## src/sv/pfl_walk.sv

```systemverilog
`timescale 1ns / 1ps
// ----------------------------------------------------------------------------
// pfl_walk
// link walker: one shared incrementer and compare chain new pages, one a cycle
// ----------------------------------------------------------------------------
module pfl_walk #(
  parameter int MAX_PAGES = 4096
) (
  input  logic                          clk,
  input  logic                          rst_n,
  input  logic                          start,
  input  logic [$clog2(MAX_PAGES+1)-1:0] start_page,
  input  logic [$clog2(MAX_PAGES+1)-1:0] target,
  output logic                          wr_en,
  output logic [$clog2(MAX_PAGES)-1:0]   wr_addr,
  output logic [$clog2(MAX_PAGES+1)-1:0] wr_data,
  output logic                          last
);

  localparam int PW = $clog2(MAX_PAGES + 1);
  localparam int AW = $clog2(MAX_PAGES);
  localparam logic [PW-1:0] NULL_LINK = PW'(MAX_PAGES);

  logic          busy_r, busy_nxt;
  logic [PW-1:0] page_r, page_nxt;
  logic [PW-1:0] target_r, target_nxt;
  logic [PW-1:0] succ;

  // shared unit: successor and end-of-run compare
  assign succ    = page_r + PW'(1);
  assign last    = busy_r && (succ == target_r);
  assign wr_en   = busy_r;
  assign wr_addr = page_r[AW-1:0];
  assign wr_data = (succ == target_r) ? NULL_LINK : succ;

  always_comb begin
    busy_nxt   = busy_r;
    page_nxt   = page_r;
    target_nxt = target_r;
    if (start) begin
      busy_nxt   = 1'b1;
      page_nxt   = start_page;
      target_nxt = target;
    end else if (busy_r) begin
      page_nxt = succ;
      if (succ == target_r) begin
        busy_nxt = 1'b0;
      end
    end
  end

  always_ff @(posedge clk) begin
    if (!rst_n) begin
      busy_r <= 1'b0;
    end else begin
      busy_r <= busy_nxt;
    end
    page_r   <= page_nxt;
    target_r <= target_nxt;
  end

endmodule

```

## config.mk

```make
export PLATFORM = sky130hd
export DESIGN_NAME = pfl_walk
export DESIGN_NICKNAME = d
export VERILOG_FILES = /design/src/sv/pfl_walk.sv
export SDC_FILE = /design/constraint.sdc
export NUM_CORES = 1
export LEC_CHECK = 0
export ABC_AREA = 1
export BUFFER_PORTS_ARGS = -buffer_cell sky130_fd_sc_hd__buf_2
export CORE_AREA = 2 2 61 63
export CTS_CLUSTER_DIAMETER = 200
export DETAILED_ROUTE_END_ITERATION = 8
export DIE_AREA = 0 0 63 65
export PLACE_DENSITY = 0.82
export SLEW_MARGIN = 10
export SYNTH_ARGS = -nofsm -noshare
export SYNTH_HDL_FRONTEND = slang
export SYNTH_SLANG_ARGS = --single-unit
```

## constraint.sdc

```tcl
create_clock -name clk -period 5.1 [get_ports clk]
set_clock_uncertainty 0.1 [all_clocks]
set_input_delay 1.02 -clock clk [delete_from_list [all_inputs] [get_ports clk]]
set_output_delay 1.02 -clock clk [all_outputs]
set_load 0.02 [all_outputs]
```

# ---- Word level (Yosys, flattened, before mapping)
# Index checks and enable logic that the tools add are counted.
dict set report classes {
  n_reduce_logical 2
  addsub 1
  muxes 6
  n_eq_ne 1
}
# op count
set ops {}
lappend ops {{13-bit two-way mux} 3}
lappend ops {{13-bit by 1-bit adder with 13-bit output, second input constant} 1}
lappend ops {{13-bit equality test} 1}
lappend ops {{1-bit two-way mux} 3}
lappend ops {{2-bit nonzero test} 1}
lappend ops {{1-bit logical AND} 1}
dict set report totals {
  word_cells 13
  output_inout_bits 27
  regBits 27
}

# ---- Logic depth before layout (Yosys ltp)
# Gate-level depths: netlist (run 1).
dict set report logic_depth {
  ltp_word 5
  mapped_depth 14
  ltp_nobuf 14
}

# ---- Least setup slack after synthesis (run 1)
# No wires, ideal clock.
dict set report synth_path {
  kind {register -> output}
  from {reg page_r[0]}
  to {out wr_data[10]}
  path_slack_ps 2115
  stages_incl_launch_ff 14
  t_arrival_ps 1865
  n_path_buf 1
  path_cell_list {edfxtp_1 > ha_1 > nand2_1 > nor2_4 > nand2_1 > nand2_1 > nand2_1 > nand3_1 > nor2_1 > nand2_1 > nor2_1 > and2_4 > buf_8 > nor2_1}
}
dict set report synth_between {
  elab_chain_len 3
}
# element line
set synth_rtl {}
lappend synth_rtl {{start, declared} 25} ;# logic [PW-1:0] page_r, page_nxt;
lappend synth_rtl {{start signal, assigned} 58} ;# page_r <= page_nxt;
lappend synth_rtl {{13-bit by 1-bit adder with 13-bit output (*)} 30} ;# assign succ = page_r + PW'(1);
lappend synth_rtl {{13-bit equality test} 34} ;# assign wr_data = (succ == target_r) ? NULL_LINK : succ;
lappend synth_rtl {{13-bit two-way mux (*)} 34}
lappend synth_rtl {{end, declared} 16} ;# output logic [$clog2(MAX_PAGES+1)-1:0] wr_data,
# Every way passes the cells marked *; elsewhere a longest branch is shown, timed or not.

# ---- Final worst setup path (run 1)
dict set report layout_path {
  from {reg page_r[0]}
  to {out wr_data[8]}
}
# Same word-level chain as after synthesis.

==> results of run 1 <==
[cell usage in the layout, fill, tap and decap left out]
master,netlist,final
and2_4,1,1
buf_2,0,55
clkbuf_4,0,3
clkinv_2,0,1
dfxtp_1,1,1
edfxtp_1,26,26
ha_1,1,1
inv_1,21,21
nand2_1,83,83
nand2_2,1,1
nand3_1,24,24
nand3b_1,6,6
nand4_1,4,4
nor2_1,32,32
nor2_2,1,1
nor2_4,4,4
o21a_1,1,1
o21ai_0,13,13
o21bai_1,2,2
xnor2_1,1,1
xor2_1,2,2
[state kept, by name (all words and copies together) (netlist names)]
| name | flops |
|---|---|
| target_r | 13 |
| page_r | 13 |
| wr_en | 1 |
[layout make-up]
cell class	instances	area [um^2]	share of cell area
clock buffer	3	22.52	0.01095
sequential	27	800.8	0.3893
tap	48	60.06	0.02920
clock inverter	1	5.005	0.002433
multi-input combinational	176	814.5	0.3960
inverter	21	78.83	0.03832
timing repair buffer	55	275.3	0.1338
[cells by family after synthesis]
kind of cell | Yosys count | share of synthesized area
xor+xnor | 3 | 0.01452
flops | 27 | 0.4423
buf+inv | 37 | 0.1078
simple gates | 156 | 0.3801
fa+ha+maj | 1 | 0.006910
compound gates | 16 | 0.04837
[power by group through the flow]
| stage | logic (mW) | registers (mW) | clock network, mW |
|---|---|---|---|
| floorplan | 0.130 | 0.289 | 0 |
| global placement | 0.163 | 0.294 | 0 |
| detailed placement | 0.166 | 0.294 | 0 |
| CTS | 0.167 | 0.289 | 0.0955 |
| global route | 0.184 | 0.293 | 0.104 |
| finish | 0.166 | 0.289 | 0.0966 |
[metal layers]
layer,up-vias,track usage
met5,-,0
met4,0,0.06944
met3,7,0.02951
met2,44,0.3285
met1,721,0.2352
li1,855,-
[worst max path at each step]
stage                        endpoint  slack, ns  cells after the start
after floorplan           wr_data[10]       2.11                     13
final                      wr_data[8]       1.49                     13
after CTS                  wr_data[8]       1.49                     13
after global routing      wr_data[10]       1.24                     12
after global placement    wr_data[10]       1.93                     13
after detailed placement   wr_data[8]       1.88                     13
[worst min-delay path, stage by stage, from the launching register on]
cell and delay (ns):
dfxtp_1 0.38, o21a_1 0.12, nand2_1 0.05, inv_1 0.04
==> results.py, run 1 <==
metrics = {
    "outcome": {
        "status": "finished, final reports clean",
    },
    "cts": {
        "cts_setup_buffers": 0,
        "clk_latency_ns": 0.33,
        "ctsHtreeMaxLevel": 1,
        "ctsLongestPathBuffers": 2,
        "clock-root-buffer": "clkbuf_4",
        "clkTransAtPathRegs_ns": 0.16,
        "cts-resized-gates": 0,
        "cts_made_buffers": 3,
        "clock-sinks": 27,
        "cts_tree": "done",
        "cts_hold_buf": 0,
    },
    "synthesis": {
        "syn_inst": 240,
        "avgSynthCellArea_um2": 7.544,
        "synth_fp_nets": 270,
        "yosysTopAreaCell": "edfxtp_1",
        "synth_ff_type": "edfxtp_1",
        "synth_edf_count": 26,
        "async_flop_share": 0,
        "ys_seq_area_frac": 0.4423,
        "syn_area_um2": 1810,
        "ys_types": 21,
        "yosys.cell_count.top_type": "nand2_1",
        "yosys-top-cells-count": "83 x nand2_1, 32 x nor2_1, 26 x edfxtp_1",
        "synth_area_leaders": "edfxtp_1 43%, nand2_1 17%, nand3_1 6.6%",
        "ys_ff_latch": 27,
        "yosys_warnings": 0,
        "synth_top_area_share": 0.4312,
    },
    "place": {
        "dp_hpwl_um": 2970,
        "post-place-ws_ns": 1.878,
        "place_area_um2": 2029,
        "placedCellCount": 327,
        "portBuffers": 55,
        "place_congestion": 0.8129,
    },
    "setup_path": {
        "cpMostUsedCell": "nand2_1",
        "critical_path_class": "register to output pin",
        "crit_chain": "ha_1 -> nand2_1 -> nand2_1 -> nand2_1 -> nand2_1 -> nor2_1 -> nand2_1 -> nor2_1 -> nand2_1 -> nor2_1 -> and2_4 -> nor2_1 -> buf_2",
        "worstPathRequired_ns": 3.98,
        "startpoint": "page_r[0]",
        "cp-start-kind": "register",
        "worst-path-buf-inv": 1,
        "cp.arrival_ns": 2.49,
        "reg2reg_slack_ns": 3.04,
        "rr_worst_depth": 13,
        "critPathSlowestCell": "edfxtp_1",
        "crit_family": "simple AND/OR/NAND/NOR gates",
        "rr_startpoint": "page_r[0]",
        "end_kind": "output pin",
        "slowest_delay_ns": 0.52,
        "worstPathMaxFanout": 12,
        "r2r_end": "wr_en",
    },
    "final_layout": {
        "antenna_cells": 0,
        "utilization": 0.5884,
        "finalNonFillerCells": 331,
        "finalNetCount": 314,
        "fillers": 344,
        "fin_area_um2": 2057,
        "drive_gt1_frac": 0.2332,
        "area_growth_pct": 13.61,
    },
    "die": {
        "dieArea_um2": 4095,
        "core_um2": 3496,
        "initial_core_util": 0.5179,
        "rows": 22,
        "die_w_um": 63,
        "die-height_um": 65,
        "pin_count": 56,
    },
    "sta": {
        "period_minus_slack_ns": 3.613,
        "slew_viol_final": 0,
        "fin_crit_sh": 0.7083,
        "fmax_mhz": 276.8,
        "rsz0062_at_grt": "false",
        "finalHoldWorstSlack_ns": 0.5025,
        "relSlewSlack": 0.5526,
        "final-setup-viol-count": 0,
        "setup_slack_ns": 1.487,
        "setup_tns_ns": 0,
        "hold_viol": 0,
        "worst_pin_slew_ns": 0.6710,
    },
    "hold_path": {
        "min_to": "wr_en",
        "hold_depth": 3,
        "hold_start": "wr_en",
        "hp-class": "register to register",
    },
    "routing": {
        "viasPerCell": 4.915,
        "ant_nets": 0,
        "drt_iter0_drc": 68,
        "maxUsedRoutingLayer": "met4",
        "dr.pass1.iters": 5,
        "vias": 1627,
        "drc_errors": 0,
        "avgRoutedWirePerCell_um": 11.42,
        "wirelength_um": 3781,
        "wl_met1_um": 1673,
        "met3WireLength_um": 187,
        "met2_length_um": 1863,
    },
    "pwr": {
        "power_per_cell_area_nw_per_um2": 268.3,
        "p_seq_frac": 0.525,
        "pwr-share-comb": 0.300,
        "p_int_uw": 356.2,
        "leakage_nw": 0.9798,
        "p_sw_uw": 195.6,
        "clkPwrFrac": 0.175,
        "swShare": 0.3544,
        "power.total_uw": 551.8,
        "worst_ir_drop_vdd_v": 0.0001874,
    },
    "run": {
        "maxCapViolations": 0,
    },
    "grt": {
        "grt_pass1_wl_um": 6106,
        "grtUsageTotal": 0.1882,
        "grt_pass1_vias": 1484,
        "grt_max_degree": 42,
        "grt_overflow_total": 0,
        "antenna_found_initial": 0,
    },
}
No activity file was read; power rests on OpenSTA's default activity.
==> inputs of run 2 (changes only) <==
--- a/config.mk
+++ b/config.mk
@@ -7,11 +7,11 @@
 export LEC_CHECK = 0
 export ABC_AREA = 1
 export BUFFER_PORTS_ARGS = -buffer_cell sky130_fd_sc_hd__buf_2
-export CORE_AREA = 2 2 61 63
+export CORE_AREA = 2 2 66 68
 export CTS_CLUSTER_DIAMETER = 200
 export DETAILED_ROUTE_END_ITERATION = 8
-export DIE_AREA = 0 0 63 65
-export PLACE_DENSITY = 0.82
+export DIE_AREA = 0 0 68 70
+export PLACE_DENSITY = 0.74
 export SLEW_MARGIN = 10
 export SYNTH_ARGS = -nofsm -noshare
 export SYNTH_HDL_FRONTEND = slang
==> constraint.sdc (replaced) <==
create_clock -name clk -period 3.1 [get_ports clk]
set_clock_uncertainty 0.1 [all_clocks]
set_input_delay 0.62 -clock clk [delete_from_list [all_inputs] [get_ports clk]]
set_output_delay 0.62 -clock clk [all_outputs]
set_load 0.02 [all_outputs]
==> results.py, run 2 (same netlist as run 1, synthesis figures left out) <==
metrics = {
    "grt": {
        "grt_pass1_vias": 1471,
        "grt_util_met1": 0.2484,
        "busiest_layer": "met2",
        "grtUsageMet2": 0.2708,
        "grt_overflow_total": 0,
        "use_met3": 0.04348,
        "grt_pass1_wl_um": 6430,
        "grt_max_degree": 41,
        "antenna_found_initial": 0,
        "grtUsageTotal": 0.1775,
    },
    "final_layout": {
        "finalNetCount": 319,
        "utilization": 0.5245,
        "antenna_cells": 0,
        "drive_gt1_frac": 0.2743,
        "finalNonFillerCells": 340,
        "fillers": 414,
        "layout_commonest_cell": "nand2_1",
        "fin_area_um2": 2173,
        "layout_common_cells": "81 x nand2_1, 54 x buf_2, 28 x nor2_1",
        "area_growth_pct": 20.04,
    },
    "pwr": {
        "power_per_cell_area_nw_per_um2": 456.2,
        "leakage_nw": 1.021,
        "worst_ir_drop_vdd_v": 0.0002920,
        "power.total_uw": 991.6,
    },
    "setup_path": {
        "worstPathMaxFanout": 7,
        "end_kind": "output pin",
        "critical_path_class": "register to output pin",
        "cp.arrival_ns": 2.22,
        "cp-start-kind": "register",
        "worstPathRequired_ns": 2.38,
    },
    "sta": {
        "worst_pin_slew_ns": 0.6391,
        "finalHoldWorstSlack_ns": 0.4079,
        "slew_viol_final": 0,
        "final-setup-viol-count": 0,
        "period_minus_slack_ns": 2.939,
        "fin_crit_sh": 0.9481,
        "hold_viol": 0,
        "setup_slack_ns": 0.1608,
        "relSlewSlack": 0.5729,
        "setup_tns_ns": 0,
        "fmax_mhz": 340.2,
    },
    "die": {
        "pin_count": 56,
        "die_w_um": 68,
        "initial_core_util": 0.4369,
        "core_um2": 4144,
        "die-height_um": 70,
        "rows": 24,
        "dieArea_um2": 4760,
    },
    "routing": {
        "ant_nets": 0,
        "vias": 1658,
        "drc_errors": 0,
        "dr.pass1.iters": 4,
        "drt_iter0_drc": 100,
        "avgRoutedWirePerCell_um": 12.24,
        "wirelength_um": 4162,
        "viasPerCell": 4.876,
    },
    "cts": {
        "ctsHtreeMaxLevel": 1,
        "ctsLongestPathBuffers": 2,
        "cts_made_buffers": 3,
        "clkTransAtPathRegs_ns": 0.11,
        "clock-root-buffer": "clkbuf_8",
        "clock-sinks": 27,
        "cts_hold_buf": 0,
        "clk_latency_ns": 0.28,
        "cts_tree": "done",
    },
    "place": {
        "dp_hpwl_um": 3068,
        "place_area_um2": 2042,
        "placedCellCount": 332,
        "portBuffers": 55,
        "place_congestion": 0.9194,
        "post-place-ws_ns": 0.2734,
    },
    "outcome": {
        "status": "finished, final reports clean",
    },
    "hold_path": {
        "hp-class": "input port to register",
    },
    "run": {
        "maxCapViolations": 0,
    },
}
==> run 2: cell count changes in the layout (fill, tap and decap cells not counted), moves of 2 or more <==
cell,previous run,this run
nand2_1,83,81
buf_4,0,5
nor2_1,32,28
nor2_2,1,3
clkbuf_8,0,3
nor2_4,4,6
clkbuf_4,3,0
==> run 2: worst max-delay path, cell delays in order (launching register included) <==
cell and delay, ns:
edfxtp_1 0.42, ha_4 0.18, nand2_4 0.07, nor2_4 0.19, buf_4 0.14, nand3_1 0.07, nand2_1 0.07, nand3b_1 0.07
nand2_1 0.08, nand2_1 0.10, nor2_4 0.13, and2_4 0.21, nor2_1 0.06, buf_2 0.15
==> run 2: final timing paths <==
| kind | startpoint | slack, ns | depth (start not counted) | end |
|---|---|---|---|---|
| setup / recovery | page_r[1] | 0.16 | 13 | wr_data[10] |
| hold / removal | target[11] | 0.41 | 1 | target_r[11] |
| setup reg to reg | page_r[1] | 1.17 | 13 | wr_en |
| hold reg to reg | wr_en | 0.50 | 3 | wr_en |
==> run 2: cell type report <==
type	instances	area [um^2]	share of cell area
clock buffer	3	41.29	0.01900
clock inverter	1	8.758	0.004030
inverter	21	78.83	0.03627
multi-input combinational	177	870.8	0.4007
sequential	27	800.8	0.3685
tap	52	65.06	0.02994
timing repair buffer	59	307.8	0.1416
==> run 2: power breakdown <==
group	switching (mW)	leakage (nW)	internal [mW]
Sequential	0.0353	0.269	0.442
Clock	0.124	0.0261	0.0945
Combinational	0.188	0.726	0.107
Total	0.348	1.02	0.644
==> run 2: routing by layer <==
metal	share of wire	up-vias
met5	0	-
met3	0.050	4
met1	0.45	746
li1	-	864
met4	0.013	0
met2	0.49	44
==> run 2: repair_timing <==
item,CTS,global route
cloned,0,1
buffers inserted,1,2
endpoints found under the setup margin,12,13
resized for setup,0,14
pin swaps,0,5
